$ cat src/hw/rtl/vsc_pkg.sv
package vsc_pkg;

    localparam int SLOTS = 16;
    localparam int SLOT_W = $clog2(SLOTS);
    localparam int CNT_W = $clog2(SLOTS + 1);
    localparam int TAG_W = 42;
    localparam int ELEM_W = 24;
    localparam int BYTES_W = 27;
    localparam int POS_W = 12;
    localparam int CH_W = 4;
    localparam int CFG_IDX_W = 3;
    localparam int CFG_DATA_W = 13;
    localparam int DIV_STEPS = POS_W;

    localparam logic [CFG_IDX_W-1:0] REG_SIZE_X = 3'd0;
    localparam logic [CFG_IDX_W-1:0] REG_SIZE_Y = 3'd1;
    localparam logic [CFG_IDX_W-1:0] REG_SLAB_ROWS = 3'd2;
    localparam logic [CFG_IDX_W-1:0] REG_CHANNELS = 3'd3;
    localparam logic [CFG_IDX_W-1:0] REG_SLOTS_IN_USE = 3'd4;

    typedef struct packed {
        logic load;
        logic div_step;
        logic mul1;
        logic mul2;
        logic mul3;
        logic scan_step;
        logic update;
        logic out_load;
    } cmd_t;

    typedef struct packed {
        logic div_last;
        logic match;
        logic scan_last;
        logic out_free;
    } status_t;

    function automatic logic [CNT_W-1:0] eff_slots(input logic [4:0] s);
        logic [CNT_W-1:0] r;
        if (s == 5'd0)
        begin
            r = CNT_W'(1);
        end
        else if (32'(s) > SLOTS)
        begin
            r = CNT_W'(SLOTS);
        end
        else
        begin
            r = CNT_W'(s);
        end
        return r;
    endfunction

endpackage

$ cat src/hw/rtl/vsc_if.sv
interface vsc_req_if;
    logic valid;
    logic ready;
    logic [11:0] pos_x;
    logic [11:0] pos_y;
    logic [11:0] pos_z;
    logic [3:0] channel;

    modport source (output valid, pos_x, pos_y, pos_z, channel, input ready);
    modport sink (input valid, pos_x, pos_y, pos_z, channel, output ready);
endinterface

interface vsc_rsp_if;
    logic valid;
    logic ready;
    logic hit;
    logic [3:0] slot;
    logic [23:0] element_offset;
    logic fill_needed;
    logic [41:0] fill_address;
    logic [26:0] fill_bytes;

    modport source (output valid, hit, slot, element_offset, fill_needed, fill_address,
        fill_bytes, input ready);
    modport sink (input valid, hit, slot, element_offset, fill_needed, fill_address,
        fill_bytes, output ready);
endinterface

interface vsc_cfg_if;
    logic valid;
    logic ready;
    logic [2:0] index;
    logic [12:0] data;

    modport source (output valid, index, data, input ready);
    modport sink (input valid, index, data, output ready);
endinterface

$ cat src/hw/rtl/vsc_datapath.sv
module vsc_datapath (
    input  logic clk,
    input  logic rst_n,
    input  vsc_pkg::cmd_t cmd,
    output vsc_pkg::status_t status,
    input  logic cfg_write,
    input  logic [2:0] cfg_index,
    input  logic [12:0] cfg_data,
    input  logic [11:0] pos_x,
    input  logic [11:0] pos_y,
    input  logic [11:0] pos_z,
    input  logic [3:0] channel,
    output logic out_valid,
    input  logic out_ready,
    output logic hit,
    output logic [3:0] slot,
    output logic [23:0] element_offset,
    output logic fill_needed,
    output logic [41:0] fill_address,
    output logic [26:0] fill_bytes
);
    import vsc_pkg::*;

    logic [12:0] size_x_reg, size_y_reg;
    logic [8:0] slab_rows_reg;
    logic [4:0] channels_reg, slots_reg;

    logic [11:0] x_reg, y_reg, z_reg, yq_reg;
    logic [3:0] ch_reg;
    logic [8:0] rem_reg;
    logic [3:0] cnt_reg;
    logic [11:0] start_reg;
    logic [24:0] zs_reg;
    logic [17:0] rb_reg;
    logic [21:0] oy_reg;
    logic [25:0] base_reg;
    logic [19:0] rowb_reg;
    logic [27:0] ea_reg;
    logic [12:0] len_reg;
    logic [TAG_W-1:0] tag_reg;
    logic [ELEM_W-1:0] elem_reg;
    logic [BYTES_W-1:0] bytes_reg;

    logic [TAG_W-1:0] tag_mem [SLOTS];
    logic [SLOTS-1:0] valid_reg;
    logic [TAG_W-1:0] rd_reg;
    logic [SLOT_W-1:0] idx_reg, rd_addr;
    logic [SLOT_W-1:0] victim_reg;
    logic hit_reg;
    logic [SLOT_W-1:0] slot_reg;

    logic out_valid_reg;
    logic out_hit_reg;
    logic [3:0] out_slot_reg;
    logic [ELEM_W-1:0] out_elem_reg;
    logic [TAG_W-1:0] out_addr_reg;
    logic [BYTES_W-1:0] out_bytes_reg;

    logic [8:0] rows;
    logic [9:0] rem_shift;
    logic [8:0] rem_next;
    logic [11:0] start_next;
    logic [12:0] slab_end;
    logic [CNT_W-1:0] n_cur, n_new;
    logic [SLOT_W-1:0] last_idx, victim_eff;
    logic [4:0] slots_new;
    logic [TAG_W-1:0] tag_prod;
    logic [BYTES_W-1:0] bytes_prod;
    logic [22:0] xo_sum;

    assign rows = (slab_rows_reg == 9'd0) ? 9'd1 : slab_rows_reg;
    assign rem_shift = {rem_reg, yq_reg[11]};
    assign rem_next = (rem_shift >= {1'b0, rows}) ? 9'(rem_shift - {1'b0, rows})
                    : rem_shift[8:0];
    assign start_next = y_reg - {3'b000, rem_reg};
    assign slab_end = {1'b0, start_reg} + {4'b0000, rows};
    assign n_cur = eff_slots(slots_reg);
    assign last_idx = SLOT_W'(n_cur - CNT_W'(1));
    assign victim_eff = (victim_reg > last_idx) ? last_idx : victim_reg;
    assign slots_new = (cfg_index == REG_SLOTS_IN_USE) ? cfg_data[4:0] : slots_reg;
    assign n_new = eff_slots(slots_new);
    assign tag_prod = TAG_W'(46'(base_reg) * 46'(rowb_reg));
    assign bytes_prod = BYTES_W'(33'(len_reg) * 33'(rowb_reg));
    assign xo_sum = 23'(x_reg) + 23'(oy_reg);
    assign rd_addr = cmd.mul3 ? '0 : idx_reg + SLOT_W'(1);

    assign status.div_last = (cnt_reg == 4'(DIV_STEPS - 1));
    assign status.match = valid_reg[idx_reg] && (rd_reg == tag_reg);
    assign status.scan_last = (idx_reg == last_idx);
    assign status.out_free = !out_valid_reg || out_ready;

    always_ff @(posedge clk or negedge rst_n)
    begin
        if (!rst_n)
        begin
            size_x_reg <= 13'd1;
            size_y_reg <= 13'd1;
            slab_rows_reg <= 9'd1;
            channels_reg <= 5'd1;
            slots_reg <= 5'd16;
            valid_reg <= '0;
            victim_reg <= SLOT_W'(SLOTS - 1);
            out_valid_reg <= 1'b0;
        end
        else
        begin
            if (cfg_write && cfg_index <= REG_SLOTS_IN_USE)
            begin
                case (cfg_index)
                    REG_SIZE_X: size_x_reg <= cfg_data;
                    REG_SIZE_Y: size_y_reg <= cfg_data;
                    REG_SLAB_ROWS: slab_rows_reg <= cfg_data[8:0];
                    REG_CHANNELS: channels_reg <= cfg_data[4:0];
                    REG_SLOTS_IN_USE: slots_reg <= cfg_data[4:0];
                    default: slots_reg <= slots_reg;
                endcase
                valid_reg <= '0;
                victim_reg <= SLOT_W'(n_new - CNT_W'(1));
            end
            else if (cmd.update)
            begin
                valid_reg[slot_reg] <= 1'b1;
                victim_reg <= (slot_reg == '0) ? last_idx : slot_reg - SLOT_W'(1);
            end
            if (cmd.out_load)
            begin
                out_valid_reg <= 1'b1;
            end
            else if (out_ready)
            begin
                out_valid_reg <= 1'b0;
            end
        end
    end

    always_ff @(posedge clk)
    begin
        rd_reg <= tag_mem[rd_addr];
        if (cmd.update)
        begin
            tag_mem[slot_reg] <= tag_reg;
        end
        if (cmd.load)
        begin
            x_reg <= pos_x;
            y_reg <= pos_y;
            yq_reg <= pos_y;
            z_reg <= pos_z;
            ch_reg <= channel;
            rem_reg <= '0;
            cnt_reg <= '0;
        end
        if (cmd.div_step)
        begin
            rem_reg <= rem_next;
            yq_reg <= {yq_reg[10:0], 1'b0};
            cnt_reg <= cnt_reg + 4'd1;
        end
        if (cmd.mul1)
        begin
            start_reg <= start_next;
            zs_reg <= 25'(z_reg) * 25'(size_y_reg);
            rb_reg <= 18'(size_x_reg) * 18'(channels_reg);
            oy_reg <= 22'(rem_reg) * 22'(size_x_reg);
        end
        if (cmd.mul2)
        begin
            base_reg <= 26'(zs_reg) + 26'(start_reg);
            rowb_reg <= {rb_reg, 2'b00};
            ea_reg <= 28'(xo_sum) * 28'(channels_reg);
            if (slab_end > size_y_reg)
            begin
                len_reg <= ({1'b0, start_reg} >= size_y_reg) ? 13'd0
                         : size_y_reg - {1'b0, start_reg};
            end
            else
            begin
                len_reg <= {4'b0000, rows};
            end
        end
        if (cmd.mul3)
        begin
            tag_reg <= tag_prod;
            elem_reg <= ELEM_W'(ea_reg + 28'(ch_reg));
            bytes_reg <= bytes_prod;
            idx_reg <= '0;
        end
        if (cmd.scan_step)
        begin
            idx_reg <= idx_reg + SLOT_W'(1);
            if (status.match)
            begin
                hit_reg <= 1'b1;
                slot_reg <= idx_reg;
            end
            else
            begin
                hit_reg <= 1'b0;
                slot_reg <= victim_eff;
            end
        end
        if (cmd.out_load)
        begin
            out_hit_reg <= hit_reg;
            out_slot_reg <= 4'(slot_reg);
            out_elem_reg <= elem_reg;
            out_addr_reg <= hit_reg ? '0 : tag_reg;
            out_bytes_reg <= hit_reg ? '0 : bytes_reg;
        end
    end

    assign out_valid = out_valid_reg;
    assign hit = out_hit_reg;
    assign slot = out_slot_reg;
    assign element_offset = out_elem_reg;
    assign fill_needed = !out_hit_reg;
    assign fill_address = out_addr_reg;
    assign fill_bytes = out_bytes_reg;

endmodule

$ cat src/hw/rtl/vsc_ctrl.sv
module vsc_ctrl (
    input  logic clk,
    input  logic rst_n,
    input  logic req_valid,
    output logic req_ready,
    input  vsc_pkg::status_t status,
    output vsc_pkg::cmd_t cmd
);
    import vsc_pkg::*;

    localparam logic [2:0] S_IDLE = 3'd0;
    localparam logic [2:0] S_DIV = 3'd1;
    localparam logic [2:0] S_MUL1 = 3'd2;
    localparam logic [2:0] S_MUL2 = 3'd3;
    localparam logic [2:0] S_MUL3 = 3'd4;
    localparam logic [2:0] S_SCAN = 3'd5;
    localparam logic [2:0] S_UPD = 3'd6;
    localparam logic [2:0] S_OUT = 3'd7;

    logic [2:0] state_reg, state_next;

    assign req_ready = (state_reg == S_IDLE);

    always_comb
    begin
        cmd = '0;
        state_next = state_reg;
        case (state_reg)
            S_IDLE:
            begin
                if (req_valid)
                begin
                    cmd.load = 1'b1;
                    state_next = S_DIV;
                end
            end
            S_DIV:
            begin
                cmd.div_step = 1'b1;
                if (status.div_last)
                begin
                    state_next = S_MUL1;
                end
            end
            S_MUL1:
            begin
                cmd.mul1 = 1'b1;
                state_next = S_MUL2;
            end
            S_MUL2:
            begin
                cmd.mul2 = 1'b1;
                state_next = S_MUL3;
            end
            S_MUL3:
            begin
                cmd.mul3 = 1'b1;
                state_next = S_SCAN;
            end
            S_SCAN:
            begin
                cmd.scan_step = 1'b1;
                if (status.match)
                begin
                    state_next = S_OUT;
                end
                else if (status.scan_last)
                begin
                    state_next = S_UPD;
                end
            end
            S_UPD:
            begin
                cmd.update = 1'b1;
                state_next = S_OUT;
            end
            S_OUT:
            begin
                if (status.out_free)
                begin
                    cmd.out_load = 1'b1;
                    state_next = S_IDLE;
                end
            end
            default:
            begin
                state_next = S_IDLE;
            end
        endcase
    end

    always_ff @(posedge clk or negedge rst_n)
    begin
        if (!rst_n)
        begin
            state_reg <= S_IDLE;
        end
        else
        begin
            state_reg <= state_next;
        end
    end

endmodule

$ cat src/hw/rtl/volume_slice_cache_fifo.sv
// channel  dir  handshake     payload
// req      in   valid/ready   pos_x, pos_y, pos_z, channel
// rsp      out  valid/ready   hit, slot, element_offset, fill_needed, fill_address, fill_bytes
// cfg      in   valid/ready   index, data (ready held high)
// One item at a time: a bit-serial remainder by slab_rows, the multiply states MUL1,
// MUL2 and MUL3, then a tag scan of one slot per cycle.
// Reset clears all valid marks; a write to a defined register (index 0 to 4) flushes them again.
// The result register lets the next item start while rsp is stalled.
module volume_slice_cache_fifo (
    input logic clk,
    input logic rst_n,
    vsc_req_if.sink req,
    vsc_rsp_if.source rsp,
    vsc_cfg_if.sink cfg
);
    import vsc_pkg::*;

    cmd_t cmd;
    status_t status;

    assign cfg.ready = 1'b1;

    vsc_ctrl u_ctrl (
        .clk(clk),
        .rst_n(rst_n),
        .req_valid(req.valid),
        .req_ready(req.ready),
        .status(status),
        .cmd(cmd)
    );

    vsc_datapath u_dp (
        .clk(clk),
        .rst_n(rst_n),
        .cmd(cmd),
        .status(status),
        .cfg_write(cfg.valid),
        .cfg_index(cfg.index),
        .cfg_data(cfg.data),
        .pos_x(req.pos_x),
        .pos_y(req.pos_y),
        .pos_z(req.pos_z),
        .channel(req.channel),
        .out_valid(rsp.valid),
        .out_ready(rsp.ready),
        .hit(rsp.hit),
        .slot(rsp.slot),
        .element_offset(rsp.element_offset),
        .fill_needed(rsp.fill_needed),
        .fill_address(rsp.fill_address),
        .fill_bytes(rsp.fill_bytes)
    );

endmodule

$ cat src/flat_wrapper.sv
// flat-port wrapper written by rule: the top's interface ports become plain ports
module volume_slice_cache_fifo_flat import vsc_pkg::*;
  (clk, rst_n, req_valid, req_pos_x, req_pos_y, req_pos_z, req_channel, req_ready, rsp_valid, rsp_hit, rsp_slot, rsp_element_offset, rsp_fill_needed, rsp_fill_address, rsp_fill_bytes, rsp_ready, cfg_valid, cfg_index, cfg_data, cfg_ready);
  vsc_req_if req_i ();
  vsc_rsp_if rsp_i ();
  vsc_cfg_if cfg_i ();
  input logic clk;
  input logic rst_n;
  input wire logic [$bits(req_i.valid)-1:0] req_valid;
  input wire logic [$bits(req_i.pos_x)-1:0] req_pos_x;
  input wire logic [$bits(req_i.pos_y)-1:0] req_pos_y;
  input wire logic [$bits(req_i.pos_z)-1:0] req_pos_z;
  input wire logic [$bits(req_i.channel)-1:0] req_channel;
  output wire logic [$bits(req_i.ready)-1:0] req_ready;
  output wire logic [$bits(rsp_i.valid)-1:0] rsp_valid;
  output wire logic [$bits(rsp_i.hit)-1:0] rsp_hit;
  output wire logic [$bits(rsp_i.slot)-1:0] rsp_slot;
  output wire logic [$bits(rsp_i.element_offset)-1:0] rsp_element_offset;
  output wire logic [$bits(rsp_i.fill_needed)-1:0] rsp_fill_needed;
  output wire logic [$bits(rsp_i.fill_address)-1:0] rsp_fill_address;
  output wire logic [$bits(rsp_i.fill_bytes)-1:0] rsp_fill_bytes;
  input wire logic [$bits(rsp_i.ready)-1:0] rsp_ready;
  input wire logic [$bits(cfg_i.valid)-1:0] cfg_valid;
  input wire logic [$bits(cfg_i.index)-1:0] cfg_index;
  input wire logic [$bits(cfg_i.data)-1:0] cfg_data;
  output wire logic [$bits(cfg_i.ready)-1:0] cfg_ready;
  assign req_i.valid = req_valid;
  assign req_i.pos_x = req_pos_x;
  assign req_i.pos_y = req_pos_y;
  assign req_i.pos_z = req_pos_z;
  assign req_i.channel = req_channel;
  assign req_ready = req_i.ready;
  assign rsp_valid = rsp_i.valid;
  assign rsp_hit = rsp_i.hit;
  assign rsp_slot = rsp_i.slot;
  assign rsp_element_offset = rsp_i.element_offset;
  assign rsp_fill_needed = rsp_i.fill_needed;
  assign rsp_fill_address = rsp_i.fill_address;
  assign rsp_fill_bytes = rsp_i.fill_bytes;
  assign rsp_i.ready = rsp_ready;
  assign cfg_i.valid = cfg_valid;
  assign cfg_i.index = cfg_index;
  assign cfg_i.data = cfg_data;
  assign cfg_ready = cfg_i.ready;
  volume_slice_cache_fifo u_core (.clk(clk), .rst_n(rst_n), .req(req_i), .rsp(rsp_i), .cfg(cfg_i));
endmodule
$ cat config.mk
export PLATFORM = sky130hd
export DESIGN_NAME = volume_slice_cache_fifo_flat
export DESIGN_NICKNAME = d
export VERILOG_FILES = /design/src/hw/rtl/vsc_pkg.sv /design/src/hw/rtl/vsc_if.sv /design/src/hw/rtl/vsc_datapath.sv /design/src/hw/rtl/vsc_ctrl.sv /design/src/hw/rtl/volume_slice_cache_fifo.sv /design/src/flat_wrapper.sv
export SDC_FILE = /design/constraint.sdc
export NUM_CORES = 2
export LEC_CHECK = 0
export BUFFER_PORTS_ARGS = -buffer_cell sky130_fd_sc_hd__buf_2
export CAP_MARGIN = 40
export CORE_MARGIN = 2
export CORE_UTILIZATION = 55
export DETAILED_ROUTE_END_ITERATION = 10
export GPL_TIMING_DRIVEN = 1
export MAX_ROUTING_LAYER = met4
export PLACE_DENSITY = 0.69
export SETUP_SLACK_MARGIN = 0.5
export SYNTH_ARGS = -nofsm -noshare
export SYNTH_HDL_FRONTEND = slang
export SYNTH_SLANG_ARGS = --single-unit
$ cat constraint.sdc
create_clock -name clk -period 13.5 [get_ports clk]
set_clock_uncertainty 0.05 [all_clocks]
set_input_delay 2.7 -clock clk [delete_from_list [all_inputs] [get_ports clk]]
set_output_delay 2.7 -clock clk [all_outputs]
set_load 0.02 [all_outputs]
Yosys cells after proc, flatten, opt, wreduce, memory -nomap -nowiden:

Memory sizes are Yosys's and may differ from the RTL's. A register that Yosys moved wholly into a read port is not among the register bits.
Cells that the tools add are included.

* $add $sub $neg: 12
* multipliers: 6
* order comparisons: 10
* eq/ne operators: 18
* multiplexer cells: 50
* bitwise logic cells: 2
* reductions and logical operators: 22

Operators by type and width (count)
* 4-bit 2-to-1 mux: 14
* 9-bit 2-to-1 mux: 6
* 42-bit == test: 1
* 26-bit by 18-bit multiplier with 40-bit output: 1
* 16-bit 2-to-1 mux: 2
* 25-bit by 12-bit adder with 26-bit output: 1
* 12-bit by 13-bit multiplier with 25-bit output: 1
* 13-bit by 18-bit multiplier with 25-bit output: 1
* 24-bit by 4-bit adder with 24-bit output: 1
* 23-bit by 5-bit multiplier with 24-bit output: 1
* 12-bit 2-to-1 mux: 2
* 3-bit case mux with 8 select lines: 1
* 12-bit by 22-bit adder with 23-bit output: 1
* 9-bit by 13-bit multiplier with 22-bit output: 1
* 13-bit by 5-bit multiplier with 18-bit output: 1
* 1-bit 2-to-1 mux: 17
* 16-bit bitwise OR: 1
* 3-bit == test (second input constant): 5
* 3-bit 2-to-1 mux: 5
* 12-bit by 9-bit adder with 13-bit output: 1
* 12-bit by 13-bit greater-or-equal comparator with 1-bit output: 1
* 13-bit > comparator: 1
* 13-bit by 12-bit subtractor with 13-bit output: 1
* 3-bit by 2-bit == test with 1-bit output (second input constant): 4
* other kinds (31): 49

* bits in registers: 526
* bits in writable memories: 640
* input port bits: 61
* output and inout bits: 102
* word-level logic and storage cells: 159
* memories kept: 1

Memory list
* u_core.u_dp.tag_mem: words 16, bits a word 40, rd ports 1, clocked after memory_dff 1, wr ports 1, RTL line vsc_datapath.sv:44 `logic [TAG_W-1:0] tag_mem [SLOTS];`

Longest topological paths before layout:

* depth in word-level cells: 8
* depth in mapped cells: 26
* gate-level depth less buffers: 24

Hierarchy:

A second synthesis with hierarchy kept.

* cells, all modules: 7010
* area total of the unflattened synthesis: 80928.9 sq um

By module, submodules not included
* vsc_datapath: times used 1, cells an instance 6978, area each 80684.9 sq um, seq. area each 34134.0 sq um
* vsc_ctrl: times used 1, cells an instance 30, area each 232.7 sq um, seq. area each 75.1 sq um
* volume_slice_cache_fifo: times used 1, cells an instance 2, area each 11.3 sq um, seq. area each 0.0 sq um

Worst setup path after synthesis:

No wires, ideal clock.

* kind: input -> register
* start: input rsp_ready
* end: register u_core.u_dp.out_elem_reg[0], in the netlist u_core.u_dp.element_offset[0], enable pin
* setup time: 0.549 ns
* arrival time: 6.704 ns
* required time: 12.901 ns
* slack: 6.197 ns
* stages on the path: 2
* buffers on the path: 0
* path through: nor2b_1 nor2_1

RTL lines
* start, declared: RTL line flat_wrapper.sv:22 `input wire logic [$bits(rsp_i.ready)-1:0] rsp_ready;`
* end signal, assigned: RTL line vsc_datapath.sv:206 `out_elem_reg <= elem_reg;`
* end, declared: RTL line vsc_datapath.sv:55 `logic [ELEM_W-1:0] out_elem_reg;`

Worst setup path after layout:

* start: register u_core.u_dp.base_reg[13]
* end: register u_core.u_dp.tag_reg[36] (data pin)

* word-level cells in the longest chain between the ends: 1

Ends and longest elaborated chain
* start, declared: RTL line vsc_datapath.sv:36 `logic [25:0] base_reg;`
* start signal, assigned: RTL line vsc_datapath.sv:168 `base_reg <= 26'(zs_reg) + 26'(start_reg);`
* 26-bit by 18-bit multiplier with 40-bit output: RTL line vsc_datapath.sv:82 `assign tag_prod = TAG_W'(46'(base_reg) * 46'(rowb_reg));`
* named net u_core.u_dp.tag_prod[36]: RTL line vsc_datapath.sv:67 `logic [TAG_W-1:0] tag_prod;`
* end signal, assigned: RTL line vsc_datapath.sv:183 `tag_reg <= tag_prod;`
* end, declared: RTL line vsc_datapath.sv:40 `logic [TAG_W-1:0] tag_reg;`

The timed path passes the listed nets, and every way through them passes these cells.
A chain may end at the register's enable or synchronous reset.

==> qor.csv <==
metric;value;unit
ctsHoldBuffers;0;
syn-cell-area;0.0808;mm2
rows;140;
path_clk_slew;60;ps
hold_depth;0;
antenna_left;0;
cts_resized;0;
cts_setup_buffers;0;
numCtsBuffers;131;
cp_max_fo;18;
grt_max_degree;151;
drtIter0Drc;3565;
die_x;387;um
cts_buffer_depth;3;
coreArea;0.146;mm2
port_buffers;157;
timing.fmax;142;MHz
cts_tree;built;
min_from;u_core.u_dp.elem_reg[23]$_DFFE_PP_;
min_to;u_core.u_dp.element_offset[23]$_DFFE_PP_;
drtPass1Iterations;5;
synth_edf_count;1054;
syn_to_final_growth;9.19;%
min_path_type;register to register;
r2r_slack;6470;ps
dpl.hpwl;130;mm
cts_max_level;4;
reg2reg_to;u_core.u_dp.tag_reg[36]$_DFFE_PP_;
relSlewSlack;35.8;%
grtUsageTotal;26.3;%
dieArea;0.150;mm2
final_common_cell;edfxtp_1;
synth_cells;6969;
clockRootBuffer;clkbuf_16;
place_congestion;0.921;
worstPathArrival;7490;ps
path_class;register to register;
worst_slack;6470;ps
worstPathRequired;13970;ps
die_y;387;um
setup_tns;0;ps
crit_path_end_kind;register;
pin_count;163;
wl_per_cell;20.7;um
setup_viol;0;
status;completed;
r2r_cells;21;
yosysSeqAreaShare;42.3;%
fill_cells;11600;
r2r-start;u_core.u_dp.base_reg[13]$_DFFE_PN_;
largest_register_ffs;640;
grt_pass1_wl;297;mm
drt-total-wl;187;mm
async_flop_share;5.93;%
drv_slew;0;
top_register;u_core.u_dp.tag_mem;
ys_ff_latch;1164;
tightest_slew;963;ps
clkSinkCount;1164;
viasPerCell;5.58;
clock_latency;800;ps
remaining_drc_errors;0;
rsz0062_at_grt;no;
drive_gt1_share;8.29;%
hold_viol;0;
num_vias;50400;
grt_pass1_vias;52800;
synth_ff_type;edfxtp_1;
final_cell_mix;edfxtp_1, inv_1, nand2_1;
synth.area.top_cells;edfxtp_1, fa_1, ha_1;
yosysTopAreaCell;edfxtp_1;
start_kind;register;
synth.avg_cell_area;11.6;um2
antenna_found_initial;7;
overflow;0;
ys_warn_count;0;
yosysUniqueCellTypes;88;
period_share;52.0;%
synth_top_area_share;39.2;%
fin_crit;7030;ps
dp_slack;6480;ps
start_util;55.4;%
max_cap_violations;0;
fin_nets;8302;
-- cell usage after synthesis, drive strengths merged, types with 15 or more instances --
library cell / count
edfxtp: 1054
inv: 1023
nand2: 963
fa: 829
and2: 429
ha: 400
clkbuf: 302
nor2b: 201
xnor2: 196
a21oi: 186
mux2i: 165
nor2: 143
a211oi: 137
o21ai: 116
xor2: 82
dfrtp: 60
a31oi: 53
nand3: 49
a21o: 47
mux4: 45
a311oi: 42
dfxtp: 41
nor3: 40
buf: 36
o21a: 35
nand2b: 32
mux2: 27
nand4: 25
and3: 24
o21bai: 24
a22o: 17
or2: 17
a21boi: 15
-- layer usage --
metal / up-vias / routed length [um] / track usage, %
met5: - / 0 / -
met4: 0 / 6940 / 9.32
met3: 369 / 9890 / 3.38
met2: 1430 / 94200 / 44.2
met1: 25700 / 75900 / 32.8
li1: 23000 / - / -
-- per-stage QoR --
step           hold WS [ps]  area (um2)  util [%]  cells
2_1_floorplan           350       80800         -   6972
3_3_place_gp            351       83400      57.2   8780
3_5_place_dp            355       83700      57.4   8796
4_1_cts                 334       88200      60.5   9036
5_1_grt                 354       88200      60.5   9041
6_report                342       88200      60.5   9042
-- how the worst max path moves through the flow --
stage	from	to	slack [ps]
after detailed placement	u_core.u_dp.base_reg[13]$_DFFE_PN_	u_core.u_dp.tag_reg[36]$_DFFE_PP_	6480
after global placement	u_core.u_dp.base_reg[13]$_DFFE_PN_	u_core.u_dp.tag_reg[36]$_DFFE_PP_	6470
after floorplan	rsp_ready	u_core.u_dp.element_offset[0]$_DFFE_PP_	6200
after global routing	u_core.u_dp.base_reg[13]$_DFFE_PN_	u_core.u_dp.tag_reg[36]$_DFFE_PP_	6010
final	u_core.u_dp.base_reg[13]$_DFFE_PN_	u_core.u_dp.tag_reg[36]$_DFFE_PP_	6470
after CTS	u_core.u_dp.base_reg[13]$_DFFE_PN_	u_core.u_dp.tag_reg[36]$_DFFE_PP_	6440
-- final cells by class --
class                           count  area, um2  share of cell area (%)
Antenna cell                        6       15.0                  0.0170
Clock buffer                      161       3490                    3.96
Multi-Input combinational cell   4447      41600                    47.1
Clock inverter                     79       1050                    1.20
Tap cell                         1917       2400                    2.72
Sequential cell                  1164      34200                    38.8
Inverter                         1023       3840                    4.35
Timing Repair Buffer              245       1670                    1.89
-- cells by family after synthesis --
family	count (synthesis)	synth area share, %
compound gates	726	6.01
xor+xnor	279	3.05
fa+ha+maj	1229	26.7
buf+inv	1361	6.42
flops	1164	42.3
mux	237	3.67
other cells	2	0.00929
simple gates	1971	11.8
-- worst max-delay path, cell delays in order, from the launching register on --
cell and delay, ps:
edfxtp_1 690, and2_1 320, fa_1 530, inv_1 50, fa_1 470, fa_1 530, inv_1 60, fa_1 500
fa_1 490, inv_1 50, fa_1 470, inv_1 40, ha_1 340, a21oi_1 150, nor2b_1 60, o21ai_0 180
a211oi_1 140, a2111oi_0 640, a31oi_1 270, a21boi_0 380, o21ai_0 170, xor2_1 170
Power is left out: the tool's default activity adds up to more than one toggle a clock period on the data nets, which glitch-free logic cannot reach.
